$ cat config.mk
export PLATFORM = sky130hd
export DESIGN_NAME = zccps_outq
export DESIGN_NICKNAME = d
export VERILOG_FILES = /design/src/rtl/zero_crossing_chunk_pitch_squeezer_top_assert.svh /design/src/rtl/zccps_pkg.sv /design/src/rtl/zccps_outq.sv
export SDC_FILE = /design/constraint.sdc
export NUM_CORES = 1
export LEC_CHECK = 0
export BUFFER_PORTS_ARGS = -buffer_cell sky130_fd_sc_hd__buf_2
export CAP_MARGIN = 30
export CORE_MARGIN = 1
export CORE_UTILIZATION = 40
export DETAILED_ROUTE_END_ITERATION = 8
export PLACE_DENSITY = 0.62
export SKIP_CTS_REPAIR_TIMING = 1
export SLEW_MARGIN = 20
export SYNTH_ARGS = -nofsm -noshare
export SYNTH_HDL_FRONTEND = slang
export SYNTH_SLANG_ARGS = --single-unit
$ cat constraint.sdc
create_clock -name clk -period 3 [get_ports clk]
set_clock_uncertainty 0.15 [all_clocks]
set_input_delay 0.45 -clock clk [delete_from_list [all_inputs] [get_ports clk]]
set_output_delay 0.45 -clock clk [all_outputs]
set_load 0.02 [all_outputs]
$ cat src/rtl/zero_crossing_chunk_pitch_squeezer_top_assert.svh
// Assertion macros for the chunk pitch squeezer top level.
// Used by zero_crossing_chunk_pitch_squeezer_top.sv; expects clk and arst_n in scope.
`ifndef ZERO_CROSSING_CHUNK_PITCH_SQUEEZER_TOP_ASSERT_SVH
`define ZERO_CROSSING_CHUNK_PITCH_SQUEEZER_TOP_ASSERT_SVH

// The condition must never be seen at a clock edge outside reset.
`define ZCCPS_NEVER(lbl, cond, msg) \
	lbl: assert property (@(posedge clk) disable iff (!arst_n) !(cond)) else $error(msg);

// When the first condition holds, the second must hold in the next cycle.
`define ZCCPS_NEXT(lbl, ante, cons, msg) \
	lbl: assert property (@(posedge clk) disable iff (!arst_n) (ante) |=> (cons)) \
		else $error(msg);

`endif

$ cat src/rtl/zccps_pkg.sv
// Shared types and constants for the chunk pitch squeezer.
// Used by every module of the block; depends on nothing.
package zccps_pkg;

	// Configuration register widths and reset values.
	localparam int LEN_CFG_W   = 13;
	localparam int RATIO_CFG_W = 21;
	localparam int CROSS_CFG_W = 8;
	localparam int CFG_DATA_W  = 21;
	localparam int CFG_INDEX_W = 2;

	localparam logic [LEN_CFG_W-1:0]   LEN_RESET   = 13'd4096;
	localparam logic [RATIO_CFG_W-1:0] RATIO_RESET = 21'd512;
	localparam logic [CROSS_CFG_W-1:0] CROSS_RESET = 8'd1;

	// Register indexes on the configuration port.
	typedef enum logic [CFG_INDEX_W-1:0] {
		REG_BUFFER_LENGTH = 2'd0,
		REG_PITCH_RATIO   = 2'd1,
		REG_CROSSINGS     = 2'd2
	} cfg_reg_t;

	// Output queue geometry.
	localparam int               OUTQ_LEVEL_W = 2;
	localparam logic [1:0]       OUTQ_LAST    = 2'd2;
	localparam logic [1:0]       OUTQ_FULL    = 2'd3;

	// Status of the item whose store read is in flight.
	typedef struct packed {
		logic valid;
		logic hit;
	} rd_stat_t;

endpackage

$ cat src/rtl/zccps_outq.sv
// Three-entry output queue that takes store read data and presents results.
// Uses zccps_pkg for the read status struct and queue constants.
module zccps_outq import zccps_pkg::*; #(
	parameter int DW = 24
) (
	input  logic                    clk,
	input  logic                    arst_n,
	input  rd_stat_t                stat_s1,
	input  logic [DW-1:0]           rd_data,
	output logic                    out_valid,
	input  logic                    out_stall,
	output logic [DW-1:0]           sample_out,
	output logic [OUTQ_LEVEL_W-1:0] level
);

	logic [DW-1:0]           data_q [3];
	logic [1:0]              head_q;
	logic [1:0]              tail_q;
	logic [OUTQ_LEVEL_W-1:0] level_q;
	logic                    push;
	logic                    pop;
	logic [DW-1:0]           push_data;

	// A miss or an out-of-range read gives a zero sample.
	assign push      = stat_s1.valid;
	assign push_data = stat_s1.hit ? rd_data : '0;
	assign out_valid = level_q != '0;
	assign pop       = out_valid & ~out_stall;
	assign sample_out = data_q[head_q];
	assign level     = level_q;

	// Queue payload.
	always_ff @(posedge clk) begin
		if (push) begin
			data_q[tail_q] <= push_data;
		end
	end

	// Pointers and fill level.
	always_ff @(posedge clk or negedge arst_n) begin
		if (!arst_n) begin
			head_q  <= '0;
			tail_q  <= '0;
			level_q <= '0;
		end else begin
			if (push) begin
				tail_q <= (tail_q == OUTQ_LAST) ? 2'd0 : tail_q + 2'd1;
			end
			if (pop) begin
				head_q <= (head_q == OUTQ_LAST) ? 2'd0 : head_q + 2'd1;
			end
			if (push && !pop) begin
				level_q <= level_q + OUTQ_LEVEL_W'(1);
			end else if (pop && !push) begin
				level_q <= level_q - OUTQ_LEVEL_W'(1);
			end
		end
	end

endmodule

==> results of run 1 <==
[synth_stat cells (2+ instances only)]
| master | n |
|---|---|
| buf_2 | 2 |
| and2_1 | 24 |
| nand2_1 | 26 |
| dfrtp_1 | 6 |
| mux2i_1 | 24 |
| edfxtp_1 | 72 |
| o21ai_0 | 7 |
| xor2_1 | 2 |
| nor2_1 | 2 |
| buf_12 | 2 |
| clkbuf_1 | 5 |
| a21o_1 | 3 |
| o21ai_1 | 18 |
| nor3_1 | 2 |
[how the worst max path moves through the flow]
| stage | slack [ps] | start | depth (start not counted) | to |
|---|---|---|---|---|
| 2_1_floorplan | 90 | stat_s1[1] | 2 | data_q[2][0] |
| 3_5_place_dp | 940 | head_q[0] | 3 | sample_out[9] |
| 5_1_grt | 440 | head_q[0] | 3 | sample_out[14] |
| 4_1_cts | 540 | head_q[0] | 3 | sample_out[9] |
| 3_3_place_gp | 960 | head_q[0] | 3 | sample_out[13] |
| 6_report | 590 | head_q[0] | 3 | sample_out[22] |
[registers in the layout, indices dropped and copies added (netlist names)]
| signal | flops |
|---|---|
| data_q | 72 |
| head_q | 2 |
| level | 2 |
| tail_q | 2 |
[power groups by stage]
stage	logic [µW]	clock network, µW	registers, µW
finish	1040	712	1660
global route	1140	780	1700
CTS	1060	733	1670
detailed placement	1060	0	1690
global placement	1050	0	1680
floorplan	896	0	1520
[stage by stage]
| step | hold WS, ps | total power (µW) | worst slack (ps) | utilization (%) | std cells |
|---|---|---|---|---|---|
| 2_1_floorplan | 4.41 | 2410 | 89.8 | - | 203 |
| 3_3_place_gp | 139 | 2730 | 956 | 47.2 | 350 |
| 3_5_place_dp | 137 | 2750 | 940 | 47.2 | 350 |
| 4_1_cts | -234 | 3470 | 539 | 49.6 | 366 |
| 5_1_grt | 294 | 3620 | 443 | 49.7 | 367 |
| 6_report | 296 | 3410 | 593 | 49.7 | 367 |
[kinds of logic after synthesis]
| family | count (synthesis) |
|---|---|
| AOI/OAI and AO/OA | 29 |
| xor gates and xnor gates | 3 |
| adders and majority gates | 1 |
| buffers and inverters | 11 |
| DFF | 78 |
| muxes | 24 |
| and+or+nand+nor | 57 |
[area by class of cell]
| type | count | area share [%] |
|---|---|---|
| repair buffers | 59 | 8.70 |
| multi-input cells | 114 | 20.1 |
| clock buffers | 10 | 3.46 |
| clock inverters | 6 | 1.43 |
| well taps | 99 | 3.36 |
| inverters | 1 | 0.102 |
| flip-flops and latches | 78 | 62.8 |
[layer usage]
layer / global-route usage (%) / share of wire (%) / vias to the layer above
li1: - / - / 858
met1: 17.0 / 43 / 806
met2: 23.9 / 51 / 45
met3: 2.69 / 3.6 / 10
met4: 8.06 / 2.2 / 0
met5: 0 / 0 / -
[worst max-delay path, cell delays in order (launching register included)]
cell	delay [ps]
dfrtp_2	900
mux2i_1	150
o21ai_0	210
buf_2	200
==> metrics, run 1 <==
Highest Clock Rate=0.415 GHz; routed wire length=5290 µm; footprint of the flip-flops and latches=0.00231 mm²; Hold Violations, Final=0; Logic pwr share=30.5%; multi-input gate area in the final layout=741 µm²; area delta synth->final=18.1%; simple-gate portion of the synthesized area=9.15%; die height=90.3 µm; number of flip-flops and latches in the synthesized netlist=78; floorplan row count=31; clock slew at the register clock pins of the worst setup and hold paths=70 ps; cell internal power dissipation=2200 µW; effective utilization at floorplan=42.1%; Synth top area share=69.3%; nature of the critical path startpoint=register; pin count of the biggest net entering global routing=52; number of global-route vias before repair=1714; count of different cell masters after synthesis=22; worst-skew pair later-pin latency=330 ps; reg-to-reg critical path startpoint=tail_q[1]; layout cell share with drive strength beyond 1=29.1%; count of final setup violators=0; TNS Setup=0 ps; largest family of logic cells by synthesized area=simple AND/OR/NAND/NOR gates; antenna cells=0; all-layer global routing usage=14.1%; TritonCTS clock tree=done; required time of the critical path=2400 ps; fraction of the yosys area taken by sequential cells=74.1%; area of the core=0.00741 mm²; sw power=1210 µW; parity-gate share of the synthesized area counting xor and xnor cells=0.842%; antenna-violating nets left=0; post-synthesis mux area share=7.70%; P per Cell Area=926 mW/mm²; most common library cell in the layout ignoring fill and taps=edfxtp_1; final-report max-slew violation count=0; Final HPWL DP=3260 µm; number of warning messages in the yosys log=0; Post-Place Cell Area=0.00349 mm²; RSZ-0062 raised after global routing=false; async set-reset flop share out of synthesis=7.69%; number of levels the H-tree was split into=3; Die Wd=90.3 µm; complex-gate fraction of the synthesized area=5.09%; reported max-cap violation count=0; Port Buf Inserts=55; number of nets in the finished design=293; Critical Path End Type=primary output; design area=0.00368 mm²; Clock Sinks=78; outcome=finished, final reports clean; maximum fanout encountered on the critical timing path=27; initial antenna violation count=0; Fillers=652; adder and majority cell fraction of the synthesized area=0.401%; weighted congestion at the end of routability-driven global placement=0.628; cell area after synthesis=0.00312 mm²; commonest cells after routing, fill and taps aside=edfxtp_1 (72), buf_2 (55), nand2_1 (26); portion of the clock cycle consumed by the worst path in the final layout=80.2%; post-synth top area cell=edfxtp_1; buffer cell driving the clock tree root=clkbuf_8; sum of overflow across all layers after global routing=0; DRC errors left=0; clock buffers created by TritonCTS=9; Critical R2R Capture=data_q[0][17]; DR WL/cell=14.4 µm; Static Leak=0.00141 µW; Sw Share=35.4%; initial DRC count=49; Clk pwr share=20.9%; CP Data Arrival Time=1810 ps; time the worst path needs with I/O delays and setup=2410 ps; Die Area=0.00815 mm²; transition time at the pin with the least slew margin=816 ps; reg-to-reg setup timing slack=1250 ps; number of enable-type register cells in the synthesized netlist=72; Worst Hold End=data_q[1][6]; peak ir drop on the vdd network=0.000324 V; cells after synthesis=203; category of the most critical setup path=reg2out; First-pass DRT Iterations=4; Hold Path Class=in2reg; leading register cell type out of synthesis=edfxtp_1; part of the power in registers=48.6%; vias per cell=4.68; first-pass GRT wire length=8600 µm; worst max-slew margin expressed relative to the limit=45.6%; via count=1719; count of cells along the worst register-to-register path=2; Post-Synthesis Mean Instance Area=15.4 µm²; worst hold path depth=2; startpoint of the worst hold path=rd_data[6]; boundary pin count=56; Synth area leaders=edfxtp_1 (69%), mux2i_1 (7.7%), and2_1 (4.8%), dfrtp_1 (4.8%), nand2_1 (3.1%); buffer levels on the longest clock path=2; synthesized net count=233
Power figures use the tool's default switching activity.
==> inputs of run 2 (changes only) <==
==> constraint.sdc (replaced) <==
create_clock -name clk -period 2.1 [get_ports clk]
set_clock_uncertainty 0.15 [all_clocks]
set_input_delay 0.315 -clock clk [delete_from_list [all_inputs] [get_ports clk]]
set_output_delay 0.315 -clock clk [all_outputs]
set_load 0.02 [all_outputs]
==> run 2 against run 1 <==
First-iteration DRC count grew 130%. Highest routed layer unchanged. Critical endpoint unchanged. Cell count grew 1.6%. Critical path type unchanged. Largest power group unchanged. Die area is the same. Sequential share of layout area shrank 1.3 points.
==> metrics, run 2 (same netlist as run 1, synthesis figures left out) <==
weighted congestion at the end of routability-driven global placement=0.667 (+6.3%); area delta synth->final=20.8%; count of cells along the worst register-to-register path=4 (+2); Biggest register=data_q; buffer levels on the longest clock path=2 (unchanged); Fillers=663 (+1.7%); final-report max-slew violation count=0 (unchanged); Critical Path End Type=primary output; DRC errors left=0 (unchanged); Clock Sinks=78 (unchanged); commonest cells after routing, fill and taps aside=edfxtp_1 (72), buf_2 (55), nand2_1 (26); floorplan row count=31 (unchanged); Post-Place Cell Area=0.00355 mm² (+1.6%); routed wire length=5440 µm (+2.8%); met3 wire len=170 µm (-11%); CP Data Arrival Time=1530 ps (-280 ps); antenna-violating nets left=0 (unchanged); TNS Setup=0 ps (unchanged); TritonCTS clock tree=done; buffer cell driving the clock tree root=clkbuf_8; number of levels the H-tree was split into=3 (unchanged); Die Area=0.00815 mm² (unchanged); area of the core=0.00741 mm² (unchanged); Hold Path Class=in2reg; maximum fanout encountered on the critical timing path=20 (-26%); peak ir drop on the vdd network=0.000416 V (+28%); most common library cell in the layout ignoring fill and taps=edfxtp_1; portion of the clock cycle consumed by the worst path in the final layout=95.1%; vias per cell=4.73 (+1.0%); antenna cells=0 (unchanged); layout cell share with drive strength beyond 1=30.3% (+1.2 points); top sig layer=met4; number of global-route vias before repair=1697 (-0.99%); count of final setup violators=0 (unchanged); die height=90.3 µm (unchanged); required time of the critical path=1630 ps (-770 ps); effective utilization at floorplan=42.1% (unchanged); DR WL/cell=14.6 µm (+1.1%); worst max-slew margin expressed relative to the limit=74.1% (+29 points); Hold Violations, Final=0 (unchanged); time the worst path needs with I/O delays and setup=2000 ps; Static Leak=0.00145 µW (+3.0%); worst-skew pair later-pin latency=330 ps (about the same); category of the most critical setup path=reg2out; design area=0.00377 mm² (+2.3%); clock buffers created by TritonCTS=9 (unchanged); initial antenna violation count=0 (unchanged); length of routed wiring on met1=2440 µm (+6.2%); transition time at the pin with the least slew margin=388 ps (-428 ps); Final HPWL DP=3440 µm (+5.7%); initial DRC count=112 (+130%); pin count of the biggest net entering global routing=26 (-50%); worst hold path depth=2 (unchanged); outcome=finished, final reports clean; First-pass DRT Iterations=4 (unchanged); reported max-cap violation count=0 (unchanged); Die Wd=90.3 µm (unchanged); clock slew at the register clock pins of the worst setup and hold paths=70 ps (about the same); sum of overflow across all layers after global routing=0 (unchanged); detailed-routed wire length on met2=2680 µm (-0.41%); max FFs per register=72 (unchanged); RSZ-0062 raised after global routing=false; Port Buf Inserts=55 (unchanged); via count=1765 (+2.7%); first-pass GRT wire length=8420 µm (-2.1%); number of nets in the finished design=299 (+2.0%); Highest Clock Rate=0.501 GHz; boundary pin count=56 (unchanged); P per Cell Area=1360 mW/mm² (+47%); all-layer global routing usage=14.2% (+0.087 points); nature of the critical path startpoint=register
-- run 2: metrics by stage --
stage	cells	utilization (%)	hold slack (ps)	total power, µW	setup slack (ps)
global placement	356	47.9	6.46	4020	414
finish	373	50.9	160	5130	103
floorplan	203	-	-131	3450	34.7
global route	373	50.9	154	5400	11.8
CTS	372	50.7	-361	5190	33.2
detailed placement	356	47.9	13.1	4040	416
-- run 2: final timing paths --
| kind | startpoint | to | slack, ps |
|---|---|---|---|
| max | head_q[1] | sample_out[22] | 100 |
| min | rd_data[9] | data_q[0][9] | 160 |
| max reg2reg | level[0] | level[1] | 560 |
| min reg2reg | level[1] | level[1] | 380 |
| max in group asynchronous | arst_n | head_q[1] | 1430 |
| min in group asynchronous | arst_n | tail_q[0] | 190 |
-- run 2: power by group --
group	leakage [µW]	total, µW	internal, µW	switching, µW
logic	0.000596	1780	670	1110
registers	0.000749	2200	2020	170
clock network	0.000103	1150	656	492
total	0.00145	5130	3350	1780
-- run 2: area by class of cell --
| type | instances | area, µm² | share of cell area (%) |
|---|---|---|---|
| timing repair buffer | 65 | 365 | 9.70 |
| tap | 99 | 124 | 3.29 |
| clock buffer | 10 | 128 | 3.39 |
| sequential | 78 | 2320 | 61.5 |
| multi-input combinational | 114 | 753 | 20.0 |
| inverter | 1 | 3.75 | 0.0996 |
| clock inverter | 6 | 76.3 | 2.03 |
-- run 2: routing by layer --
metal | global-route usage [%] | vias up
met2 | 23.7 | 45
met4 | 10.1 | 0
met3 | 2.53 | 12
met5 | 0 | -
li1 | - | 869
met1 | 16.7 | 839
-- run 2: critical path, stage by stage (launching register included) --
cell	delay [ps]
dfrtp_4	590
buf_12	190
o21ai_0	210
buf_2	200
