## src/rtl/zero_crossing_chunk_pitch_squeezer_top_assert.svh

```systemverilog
// Assertion macros for the chunk pitch squeezer top level.
// Used by zero_crossing_chunk_pitch_squeezer_top.sv; expects clk and arst_n in scope.
`ifndef ZERO_CROSSING_CHUNK_PITCH_SQUEEZER_TOP_ASSERT_SVH
`define ZERO_CROSSING_CHUNK_PITCH_SQUEEZER_TOP_ASSERT_SVH

// The condition must never be seen at a clock edge outside reset.
`define ZCCPS_NEVER(lbl, cond, msg) \
	lbl: assert property (@(posedge clk) disable iff (!arst_n) !(cond)) else $error(msg);

// When the first condition holds, the second must hold in the next cycle.
`define ZCCPS_NEXT(lbl, ante, cons, msg) \
	lbl: assert property (@(posedge clk) disable iff (!arst_n) (ante) |=> (cons)) \
		else $error(msg);

`endif

```

## src/rtl/zccps_pkg.sv

```systemverilog
// Shared types and constants for the chunk pitch squeezer.
// Used by every module of the block; depends on nothing.
package zccps_pkg;

	// Configuration register widths and reset values.
	localparam int LEN_CFG_W   = 13;
	localparam int RATIO_CFG_W = 21;
	localparam int CROSS_CFG_W = 8;
	localparam int CFG_DATA_W  = 21;
	localparam int CFG_INDEX_W = 2;

	localparam logic [LEN_CFG_W-1:0]   LEN_RESET   = 13'd4096;
	localparam logic [RATIO_CFG_W-1:0] RATIO_RESET = 21'd512;
	localparam logic [CROSS_CFG_W-1:0] CROSS_RESET = 8'd1;

	// Register indexes on the configuration port.
	typedef enum logic [CFG_INDEX_W-1:0] {
		REG_BUFFER_LENGTH = 2'd0,
		REG_PITCH_RATIO   = 2'd1,
		REG_CROSSINGS     = 2'd2
	} cfg_reg_t;

	// Output queue geometry.
	localparam int               OUTQ_LEVEL_W = 2;
	localparam logic [1:0]       OUTQ_LAST    = 2'd2;
	localparam logic [1:0]       OUTQ_FULL    = 2'd3;

	// Status of the item whose store read is in flight.
	typedef struct packed {
		logic valid;
		logic hit;
	} rd_stat_t;

endpackage

```

## src/rtl/zccps_ctrl.sv

```systemverilog
// Chunk control: read position, write index, crossing count and fill mark.
// Uses zccps_pkg; drives the ports of zccps_store.
module zccps_ctrl import zccps_pkg::*; #(
	parameter int MAX_BUFFER_LENGTH = 4096,
	parameter int SAMPLE_BITS       = 24,
	parameter int FRACTION_BITS     = 8,
	parameter int AW                = 12
) (
	input  logic                   clk,
	input  logic                   arst_n,
	input  logic                   take,
	input  logic [SAMPLE_BITS-1:0] sample_in,
	input  logic [LEN_CFG_W-1:0]   len_cfg,
	input  logic [RATIO_CFG_W-1:0] ratio_cfg,
	input  logic [CROSS_CFG_W-1:0] cross_cfg,
	output logic                   rd_en,
	output logic [AW-1:0]          rd_addr,
	output logic                   wr_en,
	output logic [AW-1:0]          wr_addr,
	output logic [SAMPLE_BITS-1:0] wr_data,
	output rd_stat_t               stat_s1
);

	localparam int LW  = AW + 1;
	localparam int RPW = AW + FRACTION_BITS + 1;
	localparam int CLW = (LW > LEN_CFG_W) ? LW : LEN_CFG_W;
	localparam int RCW = (RPW > RATIO_CFG_W) ? RPW : RATIO_CFG_W;
	localparam logic [CLW-1:0] LEN_MIN   = CLW'(2);
	localparam logic [CLW-1:0] LEN_MAX   = CLW'(MAX_BUFFER_LENGTH);
	localparam logic [RCW-1:0] RATIO_ONE = RCW'(1) << FRACTION_BITS;

	logic [RPW-1:0]         rp_q;
	logic [AW-1:0]          wi_q;
	logic [AW-1:0]          hw_q;
	logic                   zero_wr_q;
	logic [CROSS_CFG_W-1:0] cc_q;
	logic                   prev_neg_q;

	logic [CLW-1:0]         len_ext;
	logic [CLW-1:0]         len_clamp;
	logic [LW-1:0]          len;
	logic [RCW-1:0]         ratio_ext;
	logic [RCW-1:0]         ratio_max;
	logic [RCW-1:0]         ratio_clamp;
	logic [RPW-1:0]         ratio;
	logic [LW-1:0]          ridx;
	logic                   in_range;
	logic                   entry_written;
	logic [RPW-1:0]         rp_sum;
	logic [LW-1:0]          wi_next;
	logic                   wrap;
	logic                   crossing;
	logic [CROSS_CFG_W-1:0] cc_inc;
	logic                   new_chunk;
	logic [AW-1:0]          wr_idx;

	// Active length and read increment, both clamped.
	always_comb begin
		len_ext = CLW'(len_cfg);
		if (len_ext < LEN_MIN) begin
			len_clamp = LEN_MIN;
		end else if (len_ext > LEN_MAX) begin
			len_clamp = LEN_MAX;
		end else begin
			len_clamp = len_ext;
		end
		len = len_clamp[LW-1:0];

		ratio_ext = RCW'(ratio_cfg);
		ratio_max = RCW'(len) << FRACTION_BITS;
		if (ratio_ext < RATIO_ONE) begin
			ratio_clamp = RATIO_ONE;
		end else if (ratio_ext > ratio_max) begin
			ratio_clamp = ratio_max;
		end else begin
			ratio_clamp = ratio_ext;
		end
		ratio = ratio_clamp[RPW-1:0];
	end

	// Read side: index from the integer part of the position. Entries above the
	// fill mark, and entry zero before the first new chunk, still hold zero.
	always_comb begin
		ridx     = rp_q[RPW-1:FRACTION_BITS];
		in_range = ridx < len;
		if (ridx[AW-1:0] == '0) begin
			entry_written = zero_wr_q;
		end else begin
			entry_written = ridx[AW-1:0] <= hw_q;
		end
		rp_sum = rp_q + ratio;
	end

	// Write side: advance, then test for the end of the chunk.
	always_comb begin
		wi_next   = LW'(wi_q) + LW'(1);
		wrap      = wi_next >= len;
		crossing  = prev_neg_q & ~sample_in[SAMPLE_BITS-1];
		cc_inc    = cc_q + CROSS_CFG_W'(1);
		new_chunk = wrap || (crossing && (cc_inc >= cross_cfg));
		wr_idx    = new_chunk ? '0 : wi_next[AW-1:0];
	end

	assign rd_en   = take;
	assign rd_addr = ridx[AW-1:0];
	assign wr_en   = take;
	assign wr_addr = wr_idx;
	assign wr_data = sample_in;

	// State update on each accepted item.
	always_ff @(posedge clk or negedge arst_n) begin
		if (!arst_n) begin
			rp_q       <= '0;
			wi_q       <= '0;
			hw_q       <= '0;
			zero_wr_q  <= 1'b0;
			cc_q       <= '0;
			prev_neg_q <= 1'b0;
			stat_s1    <= '0;
		end else begin
			stat_s1.valid <= take;
			stat_s1.hit   <= take & in_range & entry_written;
			if (take) begin
				prev_neg_q <= sample_in[SAMPLE_BITS-1];
				wi_q       <= wr_idx;
				if (new_chunk) begin
					rp_q      <= '0;
					cc_q      <= '0;
					zero_wr_q <= 1'b1;
				end else begin
					if (in_range) begin
						rp_q <= rp_sum;
					end
					if (crossing) begin
						cc_q <= cc_inc;
					end
					if (wi_next[AW-1:0] > hw_q) begin
						hw_q <= wi_next[AW-1:0];
					end
				end
			end
		end
	end

endmodule

```

## config.mk

```make
export PLATFORM = sky130hd
export DESIGN_NAME = zccps_ctrl
export DESIGN_NICKNAME = d
export VERILOG_FILES = /design/src/rtl/zero_crossing_chunk_pitch_squeezer_top_assert.svh /design/src/rtl/zccps_pkg.sv /design/src/rtl/zccps_ctrl.sv
export SDC_FILE = /design/constraint.sdc
export NUM_CORES = 1
export LEC_CHECK = 0
export BUFFER_PORTS_ARGS = -buffer_cell sky130_fd_sc_hd__buf_2
export CELL_PAD_IN_SITES_DETAIL_PLACEMENT = 0
export CELL_PAD_IN_SITES_GLOBAL_PLACEMENT = 1
export CORE_MARGIN = 2
export CORE_UTILIZATION = 38
export DETAILED_ROUTE_END_ITERATION = 8
export HOLD_SLACK_MARGIN = 0.1
export PLACE_DENSITY_LB_ADDON = 0.12
export REMOVE_ABC_BUFFERS = 1
export SKIP_LAST_GASP = 1
export SYNTH_ARGS = -nofsm -noshare
export SYNTH_HDL_FRONTEND = slang
export SYNTH_SLANG_ARGS = --single-unit
```

## constraint.sdc

```tcl
create_clock -name clk -period 4 [get_ports clk]
set_input_delay 0.8 -clock clk [delete_from_list [all_inputs] [get_ports clk]]
set_output_delay 0.8 -clock clk [all_outputs]
set_load 0.05 [all_outputs]
```

==> qor.yml, run 1 <==
outcome:
  run_status: "finished, violations left"
  violations: "negative setup slack"
grt:
  grt_pass1_vias: 5620
  grt_pass1_wl_um: 29800
  antenna_found_initial: 0
  gr-total-overflow: 0
  grt_usage_pct: 23.9
  grt_max_degree: 45
clock_network:
  numCtsBuffers: 9
  clockBufferDepth: 2
  cts.clk_slew.worst_paths_ns: 0.05
  cts_tree: "yes"
  cts-htree-levels: 3
  clkLatencyLatePin_ns: 0.34
  cts_root_buf: "clkbuf_16"
  clkSinkCount: 57
detailed_routing:
  initialDrtViolationCount: 242
  via_count: 5621
  dr.pass1.iters: 5
  drc: 0
  wl_per_cell_um: 18.7
  drt_wl_total_um: 19400
  routed_via_density: 5.41
  drt.antenna.violating_nets: 0
synthesis:
  netlist_area_mm2: 0.00577
  syn_inst: 659
  yosysWarnings: 0
  synthFlopType: "dfrtp_1"
  ys_types: 58
  ys_seq_elements: 57
  synth_common_cells: "ha_1 (92), dfrtp_1 (57), nand2_1 (54)"
  avgSynthCellArea_um2: 8.76
  synth_top_area_share_pct: 24.7
  ys_seq_area_share_pct: 24.7
  synth_edf_count: 0
  synth_area_leaders: "dfrtp_1 (25%), ha_1 (20%), buf_4 (4.9%)"
  async_flop_share_pct: 100
  yosysMostFrequentCell: "ha_1"
  synth_area_leader_cell: "dfrtp_1"
worst_setup_path:
  critPathKind: "in -> reg"
  crit_fanout: 5
  end_kind: "register"
  start_kind: "primary input"
  worstPathArrival_ns: 5.19
  worst_ep_required_time_ns: 4.22
place:
  dp_cells: 995
  port_buffers: 74
  dp_hpwl_um: 14800
  gp_congestion: 0.866
sta:
  whs_ns: 0.452
  post-route-period-util_pct: 124
  fmax_ghz: 0.201
  worst_pin_slew_ns: 1.11
  setup_violations: 36
  maxSlewViolCount: 0
  worst_slack_ns: -0.966
  setup-tns-final_ns: -13.68
  finalHoldViolCount: 0
  relSlewSlack_pct: 25.8
  clock_skew_ns: 0.00871
  rsz0062_at_grt: "yes"
  fin_crit_ns: 4.97
floorplan:
  dieHeight_um: 127
  core_mm2: 0.0150
  fp.dieW_um: 127
  num_io_pins: 121
  die_area_mm2: 0.0162
  rows: 45
  start_util_pct: 38.4
flow_run:
  maxCapViolCount: 0
min_path:
  min_path_type: "reg -> reg"
finish:
  fin_nets: 1009
  diodes: 0
  syn2layout_area_growth_pct: 44.3
  final_cells: 1039
  drive_above_1_share_pct: 42.3
power:
  p_per_area_mw_per_mm2: 692
  power_mw: 5.76
  irDropWorstVdd_uv: 392
  leakage_nw: 4.09
metrics by stage:
step	area, um^2	utilization (%)	setup WS (ns)
detailed placement	7010	46.7	-1.65
global placement	7010	46.7	-1.45
finish	8330	55.4	-0.966
floorplan	5400	-	-2.67
CTS	8020	53.3	-0.895
global route	8330	55.4	-1.23
flip-flops by register name (all words and copies together) (netlist names):
register / flops
cc_q: 8
hw_q: 12
prev_neg_q: 1
rp_q: 21
stat_s1: 2
wi_q: 12
zero_wr_q: 1
what timing repair did:
action / in CTS / in global routing
resized for setup: 121 / 37
pin swaps: 63 / 40
endpoints found under the setup margin: 45 / 47
buffers inserted: 23 / 11
hold buffers: 0 / 0
gates cloned: 1 / 2
worst max-delay path, cell delays in order:
cell and delay, ns:
buf_8 0.10, nor4_4 0.26, buf_4 0.17, nand3_4 0.08, buf_6 0.14, and3_1 0.19
ha_1 0.27, nor3b_1 0.18, nand3_1 0.15, o41ai_4 0.42, buf_4 0.21, o21ai_0 0.08
o31a_1 0.13, nor2_4 0.15, ha_4 0.22, a21oi_2 0.13, o21ai_2 0.08, or3_4 0.38
a31oi_4 0.17, o31ai_2 0.08, or3_1 0.38, and4b_1 0.20, a211o_1 0.22
placed cells by master, fill, tap and decap left out, types with 8 or more instances in the layout:
cell and instances:
a21o_1 21, a21oi_1 25, a21oi_2 11, and3_1 8, buf_2 59, buf_4 137, buf_6 27, clkbuf_16 10
dfrtp_1 57, ha_1 80, ha_4 10, inv_1 34, mux2_2 21, nand2_1 51, nand2b_1 15, nand3_1 17
nand4_1 11, nor2_1 26, nor2b_4 10, o21ai_0 37, o31a_1 9, o31ai_1 11, xnor2_1 21, xor2_1 11
logic make-up after synthesis:
| group | count (synthesis) | synth area share, % |
|---|---|---|
| AND/OR/NAND/NOR | 194 | 17.2 |
| AO/OA/AOI/OAI | 168 | 19.5 |
| adder cells (fa/ha/maj) | 93 | 20.3 |
| buffers and inverters | 91 | 8.82 |
| flip-flops | 57 | 24.7 |
| XOR/XNOR | 32 | 4.85 |
| multiplexers | 24 | 4.62 |
cell type report:
cell class / instances / area [um^2]
Tap cell: 188 / 235
Multi-Input combinational cell: 511 / 4400
Sequential cell: 57 / 1430
Inverter: 35 / 134
Fill cell: 1367 / 6700
Clock buffer: 10 / 239
Clock inverter: 5 / 80.1
Timing Repair Buffer: 233 / 1820
power breakdown:
group | internal [mW] | switching (mW)
logic | 1.87 | 1.98
clock network | 0.557 | 0.293
registers | 0.771 | 0.292
total | 3.20 | 2.57
metal layers:
metal | global-route usage [%] | vias up | part of all wire (%)
li1 | - | 2733 | -
met1 | 32.0 | 2745 | 46
met2 | 39.3 | 126 | 48
met3 | 4.82 | 17 | 4.6
met4 | 6.72 | 0 | 1.4
met5 | 0 | - | 0
worst paths after layout:
kind | start | to | slack, ns | cells after the start
max | len_cfg[11] | rp_q[20] | -0.97 | 23
min | zero_wr_q | zero_wr_q | 0.45 | 1
max reg2reg | wi_q[2] | rp_q[17] | 0.01 | 19
min reg2reg | zero_wr_q | zero_wr_q | 0.45 | 1
max in group asynchronous | arst_n | prev_neg_q | 2.49 | 2
min in group asynchronous | arst_n | hw_q[8] | 0.66 | 1
No activity file was read; power rests on OpenSTA's default activity.
==> run 2, diff against run 1 <==
--- a/config.mk
+++ b/config.mk
@@ -6,8 +6,10 @@
 export NUM_CORES = 1
 export LEC_CHECK = 0
 export BUFFER_PORTS_ARGS = -buffer_cell sky130_fd_sc_hd__buf_2
+export CAP_MARGIN = 10
 export CELL_PAD_IN_SITES_DETAIL_PLACEMENT = 0
 export CELL_PAD_IN_SITES_GLOBAL_PLACEMENT = 1
+export CORE_ASPECT_RATIO = 1.4
 export CORE_MARGIN = 2
 export CORE_UTILIZATION = 38
 export DETAILED_ROUTE_END_ITERATION = 8
==> qor.yml, run 2 (synthesized netlist as in run 1, its figures left out) <==
floorplan:
  core_mm2: 0.0149
  dieHeight_um: 150
  start_util_pct: 38.7
  fp.dieW_um: 108
  rows: 53
  num_io_pins: 121
  die_area_mm2: 0.0162
clock_network:
  cts-htree-levels: 3
  clockBufferDepth: 2
  hold_buffers: 0
  numCtsBuffers: 9
  cts.clk_slew.worst_paths_ns: 0.05
  clkSinkCount: 57
  cts_tree: "yes"
  cts_root_buf: "clkbuf_16"
  clkLatencyLatePin_ns: 0.33
place:
  dp_hpwl_um: 14300
  port_buffers: 74
  gp_congestion: 0.870
  dp_cells: 997
sta:
  maxSlewViolCount: 0
  rsz0062_at_grt: "yes"
  relSlewSlack_pct: 37.5
  clock_skew_ns: 0.0127
  fin_crit_ns: 4.95
  finalHoldViolCount: 0
  worst_pin_slew_ns: 0.938
  whs_ns: 0.484
  worst_slack_ns: -0.946
  fmax_ghz: 0.202
  setup_violations: 27
  post-route-period-util_pct: 124
finish:
  drive_above_1_share_pct: 41.8
  fin_nets: 1008
  final_cells: 1043
  mostFrequentLayoutCells: "buf_4 (136), ha_1 (84), dfrtp_1 (57), buf_2 (57), nand2_1 (48)"
  top_regs: "rp_q (21), hw_q (12), wi_q (12)"
  regMostFlops: "rp_q"
  final_common_cell: "buf_4"
  largest_reg_flops: 21
  syn2layout_area_growth_pct: 46.1
  diodes: 0
power:
  p_clk_share_pct: 16.0
  irDropWorstVdd_uv: 427
  p_per_area_mw_per_mm2: 698
  pwr-share-seq_pct: 17.2
  combinationalPowerShare_pct: 66.8
  leakage_nw: 4.14
  power_switching_mw: 2.54
  switching_share_pct: 43.1
  power.internal_mw: 3.35
grt:
  grt_pass1_wl_um: 29000
  grt_usage_pct: 23.3
  gr-total-overflow: 0
  antenna_found_initial: 0
  grt_pass1_vias: 5775
  grt_max_degree: 40
detailed_routing:
  routed_via_density: 5.37
  drt_wl_total_um: 18500
  initialDrtViolationCount: 218
  wl_per_cell_um: 17.8
  via_count: 5598
  drt.antenna.violating_nets: 0
  dr.pass1.iters: 4
  drc: 0
outcome:
  run_status: "finished, violations left"
  violations: "negative setup slack"
worst_setup_path:
  start_kind: "primary input"
  worst_ep_required_time_ns: 4.21
  end_kind: "register"
  worstPathArrival_ns: 5.16
  crit_fanout: 6
  slowest_stage: "or3_4"
  critPathKind: "in -> reg"
  path_cells: "buf_8 > nor4_4 > nand3_4 > o21ai_4 > nand2_2 > ha_4 > nand4_1 > nor2_1 > nand3_1 > o41ai_4 > buf_6 > o21ai_2 > o31a_1 > nor2_1 > ha_1 > a21oi_2 > o21ai_2 > or3_4 > a31oi_4 > o31ai_2 > or3_1 > and4b_1 > a211o_1"
  slowest_delay_ns: 0.38
flow_run:
  maxCapViolCount: 0
min_path:
  min_path_type: "reg -> reg"
run 2: final timing paths:
kind / startpoint / endpoint / slack, ns / cells past startpoint
setup / recovery: len_cfg[11] / rp_q[20] / -0.95 / 23
hold / removal: zero_wr_q / zero_wr_q / 0.48 / 1
setup reg to reg: wi_q[1] / rp_q[20] / 0.28 / 18
hold reg to reg: zero_wr_q / zero_wr_q / 0.48 / 1
max in group asynchronous: arst_n / stat_s1[1] / 2.55 / 2
min in group asynchronous: arst_n / wi_q[10] / 0.61 / 1
run 2: final cells by class:
class,count,area (um^2)
clock buffer,11,233
clock inverter,5,128
fill,1362,6490
inverter,35,131
multi-input combinational,511,4430
sequential,57,1430
tap,192,240
timing repair buffer,232,1840
run 2: power groups by stage:
stage	Clock [mW]	Combinational (mW)	Sequential (mW)
3_3_place_gp	0	3.14	1.01
6_report	0.944	3.93	1.01
3_5_place_dp	0	3.21	1.01
2_1_floorplan	0	1.86	1.15
4_1_cts	0.956	3.62	1.01
5_1_grt	0.985	4.30	1.04
run 2: what timing repair did:
action,CTS,global route
buffers inserted,22,16
resized for setup,118,59
setup endpoints to repair,46,44
gates cloned,2,3
pin swaps,66,41
run 2: critical path: cells and delay by family:
kind | cells | cell delay (ns)
AOI/OAI and AO/OA | 9 | 1.43
adders and majority gates | 2 | 0.54
buffers and inverters | 2 | 0.29
and+or+nand+nor | 10 | 2.08
run 2: per-stage QoR:
stage / instance area, um^2 / setup TNS (ns) / worst slack [ns] / utilization [%] / power (mW)
3_5_place_dp: 7020 / -45.78 / -1.75 / 47.0 / 4.22
5_1_grt: 8430 / -18.97 / -1.19 / 56.5 / 6.33
6_report: 8430 / -13.33 / -0.946 / 56.5 / 5.89
4_1_cts: 8050 / -14.78 / -1.04 / 54.0 / 5.58
2_1_floorplan: 5400 / -50.54 / -2.67 / - / 3.02
3_3_place_gp: 7020 / -41.43 / -1.57 / 47.0 / 4.15
run 2: metal layers:
layer | part of all wire (%) | global-route usage [%] | vias to the layer above
met3 | 4.0 | 4.49 | 34
met5 | 0 | 0 | -
met4 | 4.6 | 9.49 | 0
li1 | - | - | 2739
met1 | 41 | 27.5 | 2703
met2 | 50 | 40.9 | 122
==> run 3, diff against run 2 <==
--- a/config.mk
+++ b/config.mk
@@ -11,7 +11,7 @@
 export CELL_PAD_IN_SITES_GLOBAL_PLACEMENT = 1
 export CORE_ASPECT_RATIO = 1.4
 export CORE_MARGIN = 2
-export CORE_UTILIZATION = 38
+export CORE_UTILIZATION = 42
 export DETAILED_ROUTE_END_ITERATION = 8
 export HOLD_SLACK_MARGIN = 0.1
 export PLACE_DENSITY_LB_ADDON = 0.12
==> constraint.sdc (replaced) <==
create_clock -name clk -period 5.2 [get_ports clk]
set_input_delay 1.04 -clock clk [delete_from_list [all_inputs] [get_ports clk]]
set_output_delay 1.04 -clock clk [all_outputs]
set_load 0.05 [all_outputs]
==> qor.yml, run 3 (synthesized netlist as in run 1, its figures left out) <==
floorplan:
  die_area_mm2: 0.0147
  dieHeight_um: 143
  fp.dieW_um: 103
  rows: 50
  num_io_pins: 121
  core_mm2: 0.0134
  start_util_pct: 43.1
sta:
  rsz0062_at_grt: "yes"
  worst_slack_ns: -0.0577
  worst_pin_slew_ns: 0.771
  setup-tns-final_ns: -0.132
  setup_violations: 5
  relSlewSlack_pct: 48.6
  post-route-period-util_pct: 101
  finalHoldViolCount: 0
  clock_skew_ns: 0.0102
  fin_crit_ns: 5.26
  maxSlewViolCount: 0
  fmax_ghz: 0.190
place:
  dpl_cell_area_mm2: 0.00677
  port_buffers: 74
  gp_congestion: 0.950
  dp_hpwl_um: 14000
  dp_cells: 958
grt:
  gr-total-overflow: 0
  grt_pass1_vias: 5523
  antenna_found_initial: 0
  grt_usage_pct: 25.0
  grt_max_degree: 58
  grt_pass1_wl_um: 28100
outcome:
  violations: "negative setup slack"
  run_status: "finished, violations left"
finish:
  final_common_cell: "buf_4"
  mostFrequentLayoutCells: "buf_4 (103), ha_1 (80), buf_2 (73)"
  drive_above_1_share_pct: 35.2
  syn2layout_area_growth_pct: 32.0
  largest_reg_flops: 21
  fin_area_mm2: 0.00762
  final_cells: 989
  top_regs: "rp_q (21), hw_q (12), wi_q (12)"
  fin_nets: 964
  diodes: 0
  regMostFlops: "rp_q"
worst_setup_path:
  critPathKind: "in -> reg"
  crit_fanout: 7
  worst_ep_required_time_ns: 5.41
  start_kind: "primary input"
  r2r_slack_ns: 1.31
  worstPathArrival_ns: 5.47
  end_kind: "register"
clock_network:
  cts.clk_slew.worst_paths_ns: 0.05
  cts_tree: "yes"
  cts_root_buf: "clkbuf_16"
  clockBufferDepth: 2
  clkLatencyLatePin_ns: 0.33
  cts-htree-levels: 3
  hold_buffers: 0
  numCtsBuffers: 9
  clkSinkCount: 57
detailed_routing:
  via_count: 5453
  routed_via_density: 5.51
  dr.pass1.iters: 4
  initialDrtViolationCount: 177
  drt.antenna.violating_nets: 0
  drc: 0
  wl_per_cell_um: 18.3
  drt_wl_total_um: 18100
flow_run:
  maxCapViolCount: 0
power:
  leakage_nw: 3.80
  irDropWorstVdd_uv: 328
  p_per_area_mw_per_mm2: 526
min_path:
  min_path_type: "reg -> reg"
run 3: cell count changes in the layout (fill, tap and decap cells not counted), sizes merged:
cell,change
clkinv,+1
clkbuf,-1
bufinv,-2
buf,-42
run 3: area by class of cell:
class | count | area, um^2
Timing Repair Buffer | 188 | 1290
Fill cell | 1252 | 5770
Tap cell | 182 | 228
Clock buffer | 12 | 246
Sequential cell | 57 | 1430
Clock inverter | 4 | 76.3
Multi-Input combinational cell | 511 | 4220
Inverter | 35 | 131
run 3: worst paths after layout:
check                      startpoint         to  depth (start not counted)
max                        len_cfg[1]   rp_q[20]                         23
min                         zero_wr_q  zero_wr_q                          1
max reg2reg                   wi_q[0]    hw_q[9]                         16
min reg2reg                 zero_wr_q  zero_wr_q                          1
max in group asynchronous      arst_n   rp_q[20]                          2
min in group asynchronous      arst_n    hw_q[4]                          2
run 3: repair_timing:
item,4_1_cts,5_1_grt
endpoints found under the setup margin,10,17
gates resized for setup,35,42
cloned,0,1
setup buffers,7,8
pin swaps,28,48
run 3: routing by layer:
layer | global-route usage [%] | part of all wire, % | vias to the layer above
li1 | - | - | 2638
met1 | 30.3 | 41 | 2614
met2 | 42.3 | 50 | 153
met3 | 5.38 | 4.4 | 48
met4 | 10.4 | 4.4 | 0
met5 | 0 | 0 | -
run 3: where the power goes:
part	internal (mW)	total (mW)	switching (mW)
Clock	0.434	0.653	0.219
Sequential	0.593	0.812	0.218
Combinational	1.18	2.55	1.37
run 3: worst max-delay path: stages:
cell	delay, ns
buf_6	0.10
nor4_4	0.28
buf_4	0.17
nand3_4	0.08
buf_6	0.15
and3_1	0.20
ha_1	0.29
nor3b_4	0.19
nand3_2	0.11
o41ai_4	0.41
buf_4	0.22
buf_6	0.11
o31a_1	0.11
nor2_1	0.04
ha_1	0.33
a21oi_2	0.16
o21ai_1	0.08
or3_4	0.34
a31oi_4	0.17
o31ai_2	0.09
or3_1	0.37
and4b_1	0.20
a211o_1	0.22
run 3: per-stage QoR:
step / power (mW) / util [%] / setup slack, ns / hold WS [ns]
3_3_place_gp: 3.09 / 50.6 / -0.518 / 0.434
5_1_grt: 4.35 / 56.9 / -0.339 / 0.466
3_5_place_dp: 3.15 / 50.6 / -0.705 / 0.440
2_1_floorplan: 2.32 / - / -1.71 / 0.423
4_1_cts: 3.92 / 54.9 / -0.0182 / 0.451
6_report: 4.01 / 56.9 / -0.0577 / 0.453
